`src/pq_pkg.sv`:
```
// Package for the sorted priority queue: operation and status codes,
// entry and result records, sequencer states. No dependencies.
`default_nettype none

package pq_pkg;

  localparam int DEPTH_DEFAULT = 16;
  localparam int ID_W          = 16;
  localparam int PRIO_W        = 8;
  localparam int PAGES_W       = 16;
  localparam int COUNT_OUT_W   = 5;

  typedef enum logic [1:0] {
    OP_INSERT = 2'd0,
    OP_REMOVE = 2'd1,
    OP_LOOKUP = 2'd2,
    OP_MODIFY = 2'd3
  } op_t;

  typedef enum logic [1:0] {
    ST_OK        = 2'd0,
    ST_NOT_FOUND = 2'd1,
    ST_FULL      = 2'd2
  } status_t;

  typedef struct packed {
    logic [ID_W-1:0]    id;
    logic [PRIO_W-1:0]  prio;
    logic [PAGES_W-1:0] pages;
  } entry_t;

  typedef struct packed {
    status_t                status;
    logic [COUNT_OUT_W-1:0] ahead_count;
    logic [PRIO_W-1:0]      found_priority;
    logic [PAGES_W-1:0]     found_pages;
    logic [COUNT_OUT_W-1:0] entries_left;
    logic [PRIO_W-1:0]      top_priority;
    logic                   queue_empty;
  } result_t;

  typedef enum logic [2:0] {
    S_IDLE,
    S_FIND,
    S_TAKE,
    S_PUT,
    S_PLACE,
    S_FINISH
  } seq_state_t;

endpackage

`default_nettype wire

```
`src/pq_store.sv`:
```
// Entry memory of the priority queue: one write port, one registered read port.
// Depends on pq_pkg.
`default_nettype none

module pq_store import pq_pkg::*; #(
  parameter int QUEUE_DEPTH = DEPTH_DEFAULT,
  parameter int AddrW       = $clog2(QUEUE_DEPTH)
) (
  input  wire logic             clk,
  input  wire logic             wr_en,
  input  wire logic [AddrW-1:0] wr_addr,
  input  wire entry_t           wr_data,
  input  wire logic [AddrW-1:0] rd_addr,
  output entry_t                rd_data
);

  entry_t mem [QUEUE_DEPTH];

  always_ff @(posedge clk) begin
    if (wr_en) begin
      mem[wr_addr] <= wr_data;
    end
    rd_data <= mem[rd_addr];
  end

endmodule

`default_nettype wire

```
`src/pq_seq.sv`:
```
// Sequencer of the priority queue: scans, shifts and places entries one slot
// a cycle through the entry memory. Depends on pq_pkg.
`default_nettype none

module pq_seq import pq_pkg::*; #(
  parameter int QUEUE_DEPTH = DEPTH_DEFAULT,
  parameter int AddrW       = $clog2(QUEUE_DEPTH)
) (
  input  wire logic               clk,
  input  wire logic               rst,
  input  wire logic               in_valid,
  output logic                    in_stall,
  input  wire logic [1:0]         operation,
  input  wire logic [ID_W-1:0]    doc_id,
  input  wire logic [PRIO_W-1:0]  priority_req,
  input  wire logic [PAGES_W-1:0] pages,
  output logic                    res_valid,
  input  wire logic               res_ready,
  output result_t                 res,
  output logic                    wr_en,
  output logic [AddrW-1:0]        wr_addr,
  output entry_t                  wr_data,
  output logic [AddrW-1:0]        rd_addr,
  input  wire entry_t             rd_data
);

  localparam int CntW = AddrW + 1;

  seq_state_t         state, state_next;
  logic [CntW-1:0]    count, count_next;
  op_t                op_r, op_r_next;
  logic [ID_W-1:0]    key_id, key_id_next;
  logic [PRIO_W-1:0]  key_prio, key_prio_next;
  logic [PAGES_W-1:0] key_pages, key_pages_next;
  logic [AddrW-1:0]   idx, idx_next;
  logic [AddrW-1:0]   pos, pos_next;
  logic [AddrW-1:0]   ahead, ahead_next;
  logic [PRIO_W-1:0]  top_prio, top_prio_next;
  status_t            status_r, status_r_next;
  logic [PRIO_W-1:0]  fprio, fprio_next;
  logic [PAGES_W-1:0] fpages, fpages_next;
  logic [CntW-1:0]    idx_p1, idx_p2;

  assign idx_p1 = CntW'(idx) + CntW'(1);
  assign idx_p2 = CntW'(idx) + CntW'(2);

  always_ff @(posedge clk) begin
    if (rst) begin
      state <= S_IDLE;
      count <= '0;
    end else begin
      state <= state_next;
      count <= count_next;
    end
  end

  always_ff @(posedge clk) begin
    op_r      <= op_r_next;
    key_id    <= key_id_next;
    key_prio  <= key_prio_next;
    key_pages <= key_pages_next;
    idx       <= idx_next;
    pos       <= pos_next;
    ahead     <= ahead_next;
    top_prio  <= top_prio_next;
    status_r  <= status_r_next;
    fprio     <= fprio_next;
    fpages    <= fpages_next;
  end

  always_comb begin
    state_next     = state;
    count_next     = count;
    op_r_next      = op_r;
    key_id_next    = key_id;
    key_prio_next  = key_prio;
    key_pages_next = key_pages;
    idx_next       = idx;
    pos_next       = pos;
    ahead_next     = ahead;
    top_prio_next  = top_prio;
    status_r_next  = status_r;
    fprio_next     = fprio;
    fpages_next    = fpages;
    wr_en          = 1'b0;
    wr_addr        = idx;
    wr_data        = rd_data;
    rd_addr        = idx;
    res_valid      = 1'b0;

    case (state)
      S_IDLE: begin
        if (in_valid) begin
          op_r_next      = op_t'(operation);
          key_id_next    = doc_id;
          key_prio_next  = priority_req;
          key_pages_next = pages;
          status_r_next  = ST_OK;
          fprio_next     = '0;
          fpages_next    = '0;
          ahead_next     = '0;
          if (operation == OP_INSERT) begin
            if (count == CntW'(QUEUE_DEPTH)) begin
              status_r_next = ST_FULL;
              state_next    = S_FINISH;
            end else if (count == '0) begin
              pos_next   = '0;
              state_next = S_PLACE;
            end else begin
              // walk up from the tail
              idx_next   = AddrW'(count - CntW'(1));
              rd_addr    = AddrW'(count - CntW'(1));
              state_next = S_PUT;
            end
          end else if (count == '0) begin
            status_r_next = ST_NOT_FOUND;
            state_next    = S_FINISH;
          end else begin
            idx_next   = '0;
            rd_addr    = '0;
            state_next = S_FIND;
          end
        end
      end

      S_FIND: begin
        if (rd_data.id == key_id) begin
          fprio_next  = rd_data.prio;
          fpages_next = rd_data.pages;
          if (op_r == OP_LOOKUP) begin
            state_next = S_FINISH;
          end else begin
            rd_addr    = AddrW'(idx_p1);
            state_next = S_TAKE;
          end
        end else if (idx_p1 == count) begin
          status_r_next = ST_NOT_FOUND;
          state_next    = S_FINISH;
        end else begin
          idx_next = AddrW'(idx_p1);
          rd_addr  = AddrW'(idx_p1);
        end
      end

      S_TAKE: begin
        if (idx_p1 < count) begin
          // close the gap: slot idx takes its successor
          wr_en    = 1'b1;
          wr_addr  = idx;
          wr_data  = rd_data;
          idx_next = AddrW'(idx_p1);
          rd_addr  = AddrW'(idx_p2);
        end else begin
          count_next = count - CntW'(1);
          if (op_r == OP_MODIFY) begin
            if (count == CntW'(1)) begin
              pos_next   = '0;
              state_next = S_PLACE;
            end else begin
              idx_next   = AddrW'(count - CntW'(2));
              rd_addr    = AddrW'(count - CntW'(2));
              state_next = S_PUT;
            end
          end else begin
            state_next = S_FINISH;
          end
        end
      end

      S_PUT: begin
        if (rd_data.prio < key_prio) begin
          // lower priority moves one slot back
          wr_en   = 1'b1;
          wr_addr = AddrW'(idx_p1);
          wr_data = rd_data;
          if (idx == '0) begin
            pos_next   = '0;
            state_next = S_PLACE;
          end else begin
            idx_next = idx - AddrW'(1);
            rd_addr  = idx - AddrW'(1);
          end
        end else begin
          pos_next   = AddrW'(idx_p1);
          state_next = S_PLACE;
        end
      end

      S_PLACE: begin
        wr_en         = 1'b1;
        wr_addr       = pos;
        wr_data.id    = key_id;
        wr_data.prio  = key_prio;
        wr_data.pages = key_pages;
        ahead_next    = pos;
        count_next    = count + CntW'(1);
        state_next    = S_FINISH;
      end

      S_FINISH: begin
        res_valid = 1'b1;
        if (res_ready) begin
          state_next = S_IDLE;
        end
      end

      default: begin
        state_next = S_IDLE;
      end
    endcase

    // track the head priority alongside the memory
    if (wr_en && (wr_addr == '0)) begin
      top_prio_next = wr_data.prio;
    end
  end

  assign in_stall = (state != S_IDLE);

  always_comb begin
    res.status         = status_r;
    res.ahead_count    = COUNT_OUT_W'(ahead);
    res.found_priority = fprio;
    res.found_pages    = fpages;
    res.entries_left   = COUNT_OUT_W'(count);
    res.top_priority   = (count != '0) ? top_prio : '0;
    res.queue_empty    = (count == '0);
  end

endmodule

`default_nettype wire

```
`src/priority_queue_with_id_ops.sv`:
```
// Sorted priority queue with operations by id: top level.
// Holds pq_seq, pq_store and the result register. Depends on pq_pkg.
//
// Usage:
//   Input channel (in_valid / in_stall) carries one command per transaction:
//   operation (insert, remove, lookup, modify), doc_id, priority_req, pages.
//   Output channel (out_valid / out_stall) returns exactly one result per
//   command: status, ahead_count, found_priority, found_pages, entries_left,
//   top_priority and queue_empty.
//   Entries are kept in descending priority; equal priorities keep arrival
//   order. Every step walks the entry memory one slot a cycle, so the time
//   from one accepted command to the next is shortest for an insert into a
//   full queue or an id command on an empty one, and longest for a modify
//   in a full queue that sends the entry to the head: scan and gap closing,
//   then the walk back from the tail and the place. in_stall stays high
//   until the result enters the output reg, and only then can it drop.
//   The output register holds a result while out_stall is high; a new
//   command may be accepted meanwhile, its result waiting in the sequencer.
//   Synchronous reset empties the queue and drops any held result; the
//   memory is not cleared, as only slots below the entry count are read.
`default_nettype none

module priority_queue_with_id_ops import pq_pkg::*; #(
  parameter int QUEUE_DEPTH = DEPTH_DEFAULT
) (
  input  wire logic               clk,
  input  wire logic               rst,
  input  wire logic               in_valid,
  output logic                    in_stall,
  input  wire logic [1:0]         operation,
  input  wire logic [ID_W-1:0]    doc_id,
  input  wire logic [PRIO_W-1:0]  priority_req,
  input  wire logic [PAGES_W-1:0] pages,
  output logic                    out_valid,
  input  wire logic               out_stall,
  output logic [1:0]              status,
  output logic [4:0]              ahead_count,
  output logic [PRIO_W-1:0]       found_priority,
  output logic [PAGES_W-1:0]      found_pages,
  output logic [4:0]              entries_left,
  output logic [PRIO_W-1:0]       top_priority,
  output logic                    queue_empty
);

  localparam int AddrW = $clog2(QUEUE_DEPTH);

  logic             wr_en;
  logic [AddrW-1:0] wr_addr;
  entry_t           wr_data;
  logic [AddrW-1:0] rd_addr;
  entry_t           rd_data;
  logic             res_valid;
  logic             res_ready;
  result_t          res;
  result_t          res_q;

  pq_seq #(
    .QUEUE_DEPTH (QUEUE_DEPTH),
    .AddrW       (AddrW)
  ) u_seq (
    .clk          (clk),
    .rst          (rst),
    .in_valid     (in_valid),
    .in_stall     (in_stall),
    .operation    (operation),
    .doc_id       (doc_id),
    .priority_req (priority_req),
    .pages        (pages),
    .res_valid    (res_valid),
    .res_ready    (res_ready),
    .res          (res),
    .wr_en        (wr_en),
    .wr_addr      (wr_addr),
    .wr_data      (wr_data),
    .rd_addr      (rd_addr),
    .rd_data      (rd_data)
  );

  pq_store #(
    .QUEUE_DEPTH (QUEUE_DEPTH),
    .AddrW       (AddrW)
  ) u_store (
    .clk     (clk),
    .wr_en   (wr_en),
    .wr_addr (wr_addr),
    .wr_data (wr_data),
    .rd_addr (rd_addr),
    .rd_data (rd_data)
  );

  assign res_ready = !out_valid || !out_stall;

  always_ff @(posedge clk) begin
    if (rst) begin
      out_valid <= 1'b0;
    end else if (res_valid && res_ready) begin
      out_valid <= 1'b1;
    end else if (!out_stall) begin
      out_valid <= 1'b0;
    end
  end

  always_ff @(posedge clk) begin
    if (res_valid && res_ready) begin
      res_q <= res;
    end
  end

  assign status         = res_q.status;
  assign ahead_count    = res_q.ahead_count;
  assign found_priority = res_q.found_priority;
  assign found_pages    = res_q.found_pages;
  assign entries_left   = res_q.entries_left;
  assign top_priority   = res_q.top_priority;
  assign queue_empty    = res_q.queue_empty;

endmodule

`default_nettype wire

```
`config.mk`:
```
export PLATFORM = sky130hd
export DESIGN_NAME = priority_queue_with_id_ops
export DESIGN_NICKNAME = d
export VERILOG_FILES = /design/src/pq_pkg.sv /design/src/pq_store.sv /design/src/pq_seq.sv /design/src/priority_queue_with_id_ops.sv
export SDC_FILE = /design/constraint.sdc
export NUM_CORES = 1
export LEC_CHECK = 0
export ABC_AREA = 0
export BUFFER_PORTS_ARGS = -buffer_cell sky130_fd_sc_hd__buf_2
export CORE_UTILIZATION = 45
export CTS_BUF_LIST = sky130_fd_sc_hd__clkbuf_8
export DETAILED_ROUTE_END_ITERATION = 12
export SKIP_CTS_REPAIR_TIMING = 1
export SLEW_MARGIN = 25
export SYNTH_ARGS = -nofsm -noshare
export SYNTH_HDL_FRONTEND = slang
export SYNTH_HIERARCHICAL = 1
export SYNTH_SLANG_ARGS = --single-unit
```
`constraint.sdc`:
```
create_clock -name clk -period 14.2 [get_ports clk]
set_input_delay 1.42 -clock clk [delete_from_list [all_inputs] [get_ports clk]]
set_output_delay 1.42 -clock clk [all_outputs]
set_load 0.02 [all_outputs]
```
==> out/metrics.csv, run 1 <==
stage,metric,value,unit
status,status,completed,
synthesis,Unique masters post-synth,77,
clock_network,clk sink count,822,
layout,Post-Layout Inst Area,36500,um2
setup_path,"Cell Chain, Critical Path",clkinv_1 -> ha_1 -> ha_1 -> and2b_2 -> o31ai_4 -> a21oi_2 -> mux2i_1 -> o211ai_1 -> a22o_4 -> buf_4 -> buf_4 -> mux4_1 -> a22oi_1 -> nand2_1,
synthesis,Syn Inst Count,1667,
sta,Fin. Hold Viols,0,
pwr,Cell Pwr Density,251.5,nW/um2
layout,Fillers,5716,
layout,nets,1927,
sta,Slew headroom,0.3513,
global_routing,initial antenna violation count,1,
route,vias,16450,
sta,maximum clock frequency,168.8,MHz
setup_path,Setup crit end kind,flip-flop,
sta,Min Hold Slack,0.4057,ns
global_routing,GR Overflow Total,0,
clock_network,CTS max path bufs,3,
setup_path,"Arr. time, crit path",6.57,ns
synthesis,yosys warns,6,
synthesis,Yosys top cell area share,0.7209,
setup_path,Worst setup SP type,flip-flop,
floorplan,die width,269.5,um
sta,max-slew violations,0,
setup_path,CP Class,flip-flop to flip-flop,
clock_network,Clock Tree Root,clkbuf_8,
floorplan,Chip Height,269.5,um
place,DP Area,33800,um2
synthesis,register area share after synthesis,0.7514,
floorplan,io pins,93,
layout,share of cells above drive strength 1,0.2380,
synthesis,Syn Area/Cell,19.32,um2
route,post-route ant nets,0,
setup_path,r2r startpoint,u_seq/idx[0],
synthesis,commonest cells in the netlist,"773 x edfxtp_1, 182 x nand2_1, 100 x mux4_2, 81 x a22oi_1, 60 x mux4_1",
route,DR iter-0 viols,1663,
synthesis,syn nets,1737,
sta,"Setup violations, final",0,
sta,Final TNS setup,0,ns
floorplan,die area,72620,um2
pwr,Tot Pwr,9.177,mW
worst_hold_path,worst hold path class,flip-flop to flip-flop,
global_routing,vias in the first global route,17050,
clock_network,H-Tree Depth,4,
place,# port buffers,92,
floorplan,Placeable Area,70390,um2
layout,synth-to-layout area growth,13.34,%
setup_path,Worst EP required,14.85,ns
pwr,Peak VDD IR,0.1421,mV
floorplan,row cnt,97,
clock_network,worst-skew pair later-pin latency,0.78,ns
floorplan,initial core utilization,0.4574,
place,placed insts,2659,
clock_network,number of CTS-inserted buffers,136,
global_routing,Total GRT Usage,0.2115,
synthesis,post-synthesis sequential element count,822,
synthesis,Area contributors post-synth,"edfxtp_1 72%, mux4_2 7.0%, mux4_1 4.9%",
setup_path,slowest CP cell,buf_4,
run,# Max-Cap Violations,0,
synthesis,post-synth top area cell,edfxtp_1,
worst_hold_path,Worst Hold Launch,u_seq/fprio[4],
layout,FF/Latch Area,24190,um2
route,final WL,75560,um
sta,Final period util,0.4172,
sta,RSZ-0062 raised after global routing,false,
global_routing,largest net degree at the start of global routing,68,
synthesis,number of flops mapped to enable cells by yosys,773,
pwr,Static Leak,12.58,nW
place,Final HPWL DP,39870,um
setup_path,worst-path maximum fanout,48,
clock_network,CTS tree,built,
global_routing,first-pass GRT wire length,111500,um
setup_path,critical path's top delay family,buffers and inverters,
route,drt wl/cell,25.95,um
clock_network,"Reg clk slew, reported paths",0.06,ns
route,drt via density,5.649,
synthesis,top_reg_cell synth,edfxtp_1,
synthesis,Post-synth ARST share,0,
sta,clock skew,0.03515,ns
setup_path,Worst setup startpoint,u_seq/idx[0],
setup_path,CP max stage delay,0.83,ns
synthesis,Post-Syn Area,32200,um2
route,Residual DRC,0,
layout,fin cells,2912,
setup_path,Bufs and invs on worst path,3,
place,gpl congestion,0.8878,
route,Initial DRT Pass Iterations,5,
sta,fin crit period,5.925,ns
synthesis,top-count cell post-synth,edfxtp_1,
layout,Multi-input gate area,7537,um2
sta,Worst-Margin Slew,0.9707,ns
-- final cells by class --
cell class,instances,share of cell area
Tap cell,940,0.03223
Multi-Input combinational cell,738,0.2065
Clock buffer,152,0.05732
Clock inverter,100,0.01625
Timing Repair Buffer,136,0.02232
Antenna cell,1,0.00006857
Sequential cell,822,0.6629
Inverter,23,0.002366
-- stage by stage --
stage	setup slack, ns	util
finish	8.275	0.5185
global route	7.826	0.5185
CTS	8.238	0.5184
detailed placement	8.240	0.4802
global placement	8.354	0.4797
floorplan	7.856	-
-- metal layers --
metal / vias up / part of all wire / GRT usage
li1: 7172 / - / -
met1: 8614 / 0.43 / 0.2910
met2: 576 / 0.49 / 0.3386
met3: 88 / 0.063 / 0.04462
met4: 0 / 0.019 / 0.06803
met5: - / 0 / 0
-- power breakdown --
part / leakage [nW] / switching, mW / internal [mW]
clock: 1.57 / 0.936 / 1.08
sequential: 7.46 / 0.137 / 3.44
combinational: 3.55 / 2.19 / 1.40
total: 12.6 / 3.26 / 5.92
-- layout by cell type (no fill, tap or decap), types with 4 or more instances in the layout --
cell       synthesis  layout
edfxtp_1         773     773
nand2_1          182     181
clkbuf_8           3     152
mux4_2           100     100
buf_2             16      92
a22oi_1           81      81
inv_1             21      74
mux4_1            60      60
dfxtp_1           49      49
buf_4              1      42
nor2_1            42      28
and2_1            29      27
ha_1              24      24
a21oi_1           22      22
clkinv_1           2      18
o21ai_0           18      18
xor2_1            18      18
clkinv_2           0      14
nor2_4             0      14
nor2b_1           13      11
xnor2_1           10      10
nor3_1            14       9
nand2b_1           8       8
and3_1             8       8
mux2i_1            7       7
inv_6              0       6
nor3_2             1       6
nand3b_1           6       6
nand3_1            6       6
a31oi_1            6       6
nor4_1             6       6
bufinv_16          0       5
a211oi_1           5       5
o211ai_1           5       5
a21o_1             4       4
-- worst paths after layout --
check | slack (ns) | cells after the start | to
worst max-delay path | 8.28 | 14 | u_store/rd_data[1]
worst min-delay path | 0.41 | 0 | found_priority[4]
worst max register to register | 8.28 | 14 | u_store/rd_data[1]
worst min register to register | 0.41 | 0 | found_priority[4]
-- cell families after synthesis --
kind of cell | after synthesis | synth area share
other | 1 | 0.0001165
buffers and inverters | 107 | 0.02017
adders and majority gates | 24 | 0.009326
DFF | 822 | 0.7514
AOI/OAI and AO/OA | 182 | 0.04143
xor gates and xnor gates | 28 | 0.007616
muxes | 167 | 0.1211
and+or+nand+nor | 336 | 0.04889
-- flip-flops by register name (all words and copies together), names as in the netlist, 8 cells and up --
register and cells:
u_store/mem 640, found_priority 8, found_pages 16, u_seq/top_prio 8, u_seq/key_id 16, u_seq/key_prio 8
u_store/rd_data 40, u_seq/fpages 16, u_seq/fprio 8, u_seq/key_pages 16, top_priority 8
Note: power is estimated with default switching activity, not from simulation.
==> run 2: changes to the inputs <==
==> constraint.sdc (replaced) <==
create_clock -name clk -period 6.2 [get_ports clk]
set_input_delay 0.62 -clock clk [delete_from_list [all_inputs] [get_ports clk]]
set_output_delay 0.62 -clock clk [all_outputs]
set_load 0.02 [all_outputs]
==> run 2 against run 1 <==
Against the previous run: critical path depth down 2; power increased by 130%; sequential share of layout area down 1.2 points; sequential cell count unchanged; non-clock buffer count is 47 higher; global-route usage is 0.13 points lower; utilization rose by 0.94 points; worst setup slack lost 7.2 ns; clock power increased by 140%; via count grew 0.13%; critical path type unchanged; largest cell class unchanged; highest routed layer unchanged.
==> out/metrics.csv, run 2 (same netlist as run 1, synthesis figures left out) <==
stage,metric,value,unit
setup_path,Worst EP required,6.64,ns
pwr,clock share of power,0.223,
layout,max FFs per register,640,
route,vias,16470,
route,DR iter-0 viols,1558,
floorplan,Placeable Area,70390,um2
floorplan,initial core utilization,0.4574,
clock_network,Clock Tree Root,clkbuf_8,
layout,"most common cell after layout, fill and taps aside",edfxtp_1,
status,status,completed,
floorplan,io pins,93,
clock_network,"Reg clk slew, reported paths",0.06,ns
global_routing,largest net degree at the start of global routing,70,
floorplan,Chip Height,269.5,um
pwr,Cell Pwr Density,575.3,nW/um2
route,Top Metal Used,met4,
global_routing,GR Overflow Total,0,
global_routing,initial antenna violation count,2,
clock_network,worst-skew pair later-pin latency,0.78,ns
route,drt wl/cell,25.17,um
setup_path,CP max stage delay,0.73,ns
place,Final HPWL DP,40690,um
setup_path,CP Class,flip-flop to flip-flop,
sta,Slew headroom,0.4108,
setup_path,"most used cell, CP",ha_1,
clock_network,H-Tree Depth,4,
run,# Max-Cap Violations,0,
layout,biggest regs,"u_store/mem: 640 flops, u_store/rd_data: 40 flops",
worst_hold_path,worst hold path class,primary input to flip-flop,
sta,max-slew violations,0,
place,DP Area,33980,um2
sta,Fin. Hold Viols,0,
route,Routed met1 length,32430,um
setup_path,Worst setup SP type,flip-flop,
global_routing,vias in the first global route,17160,
setup_path,"Arr. time, crit path",5.56,ns
sta,Worst-Margin Slew,0.8799,ns
sta,RSZ-0062 raised after global routing,false,
layout,Post-Layout Inst Area,37160,um2
clock_network,number of CTS-inserted buffers,139,
pwr,Sw Ratio,0.3524,
sta,"Setup violations, final",0,
setup_path,worst-path maximum fanout,18,
route,final WL,74570,um
sta,maximum clock frequency,195.4,MHz
layout,synth-to-layout area growth,15.40,%
layout,share of cells above drive strength 1,0.2381,
sta,Final TNS setup,0,ns
clock_network,clk sink count,822,
layout,fin cells,2962,
floorplan,die width,269.5,um
global_routing,Total GRT Usage,0.2102,
pwr,Peak VDD IR,0.2767,mV
route,routed wl met3,4091,um
setup_path,r2r startpoint,u_seq/idx[0],
layout,nets,1977,
clock_network,CTS tree,built,
route,Initial DRT Pass Iterations,5,
route,met2 WL post-DR,36620,um
place,# port buffers,92,
setup_path,slowest CP cell,nor2_4,
floorplan,row cnt,97,
pwr,Switch Pwr,7.533,mW
sta,clock skew,0.02817,ns
clock_network,CTS max path bufs,3,
sta,Final period util,0.8255,
route,drt via density,5.561,
setup_path,Worst setup endpoint,u_store/mem[7][29],
layout,most frequent cells in the layout,"773 x edfxtp_1, 181 x nand2_1, 160 x clkbuf_8, 100 x mux4_2, 92 x buf_2",
setup_path,"Cell Chain, Critical Path",clkinv_1 -> ha_1 -> ha_1 -> and2b_2 -> o31ai_4 -> nand2_1 -> nor2_1 -> a21oi_1 -> o21ai_0 -> nand3b_1 -> nor2_4 -> buf_4,
sta,fin crit period,5.118,ns
global_routing,first-pass GRT wire length,111800,um
pwr,Static Leak,12.87,nW
pwr,combinational share of power,0.394,
setup_path,Setup crit end kind,flip-flop,
setup_path,R2R Path End,u_store/mem[7][29],
pwr,Int Power,13.84,mW
place,placed insts,2668,
pwr,Reg power frac,0.383,
layout,Reg with most FFs,u_store/mem,
setup_path,reg2reg path depth,12,
floorplan,die area,72620,um2
route,post-route ant nets,0,
route,Residual DRC,0,
setup_path,reg2reg setup slack,1.08,ns
place,gpl congestion,0.8757,
setup_path,Worst setup startpoint,u_seq/idx[0],
## run 2: changes by cell type in the layout (fill, tap and decap cells not counted), moves of 4 or more
cell	delta
clkbuf_8	+8
dlygate4sd3_1	+38
clkinv_1	-5
buf_12	+10
clkinv_2	-6
inv_1	+4
## run 2: worst max-delay path, delay by kind of cell (launching register included)
family	cells	cell delay [ns]
simple gates	5	1.77
buf+inv	2	0.82
fa+ha+maj	2	0.80
compound gates	3	0.75
flops	1	0.65
## run 2: worst min-delay path by stage
stage	startpoint	to	slack, ns	depth (start not counted)
2_1_floorplan	u_seq/ahead[0]	ahead_count[0]	0.40	0
3_3_place_gp	u_seq/status_r[0]	status[0]	0.40	0
3_5_place_dp	u_seq/fprio[4]	found_priority[4]	0.40	0
4_1_cts	doc_id[4]	u_seq/key_id[4]	-0.06	1
5_1_grt	doc_id[12]	u_seq/key_id[12]	0.001	1
6_report	priority_req[1]	u_seq/key_prio[1]	0.04	1
## run 2: power groups by stage
stage	registers, mW	clock network (mW)	logic (mW)
floorplan	8.19	0	6.20
global placement	8.29	0	8.35
detailed placement	8.31	0	8.50
CTS	8.20	4.91	8.52
global route	8.25	5.15	9.14
finish	8.19	4.76	8.42
## run 2: area by class of cell
cell class,count,area (um2)
sequential,822,24190
clock buffer,160,2202
tap,940,1176
timing repair buffer,183,1364
multi-input combinational,738,7542
clock inverter,94,589.3
fill,5601,33230
inverter,23,86.33
antenna,2,5.005
## run 2: per-layer routing
layer | global-route usage | vias to the layer above
li1 | - | 7259
met1 | 0.2878 | 8608
met2 | 0.3424 | 501
met3 | 0.04088 | 104
met4 | 0.06340 | 0
met5 | 0 | -
## run 2: through the flow
stage | util | hold WS (ns) | setup slack (ns) | power [mW]
2_1_floorplan | - | 0.4003 | 0.1775 | 14.39
3_3_place_gp | 0.4826 | 0.4023 | 1.158 | 16.64
3_5_place_dp | 0.4827 | 0.4045 | 1.118 | 16.81
4_1_cts | 0.5224 | -0.06379 | 1.093 | 21.62
5_1_grt | 0.5278 | 0.001023 | 0.7493 | 22.53
6_report | 0.5279 | 0.03809 | 1.082 | 21.38
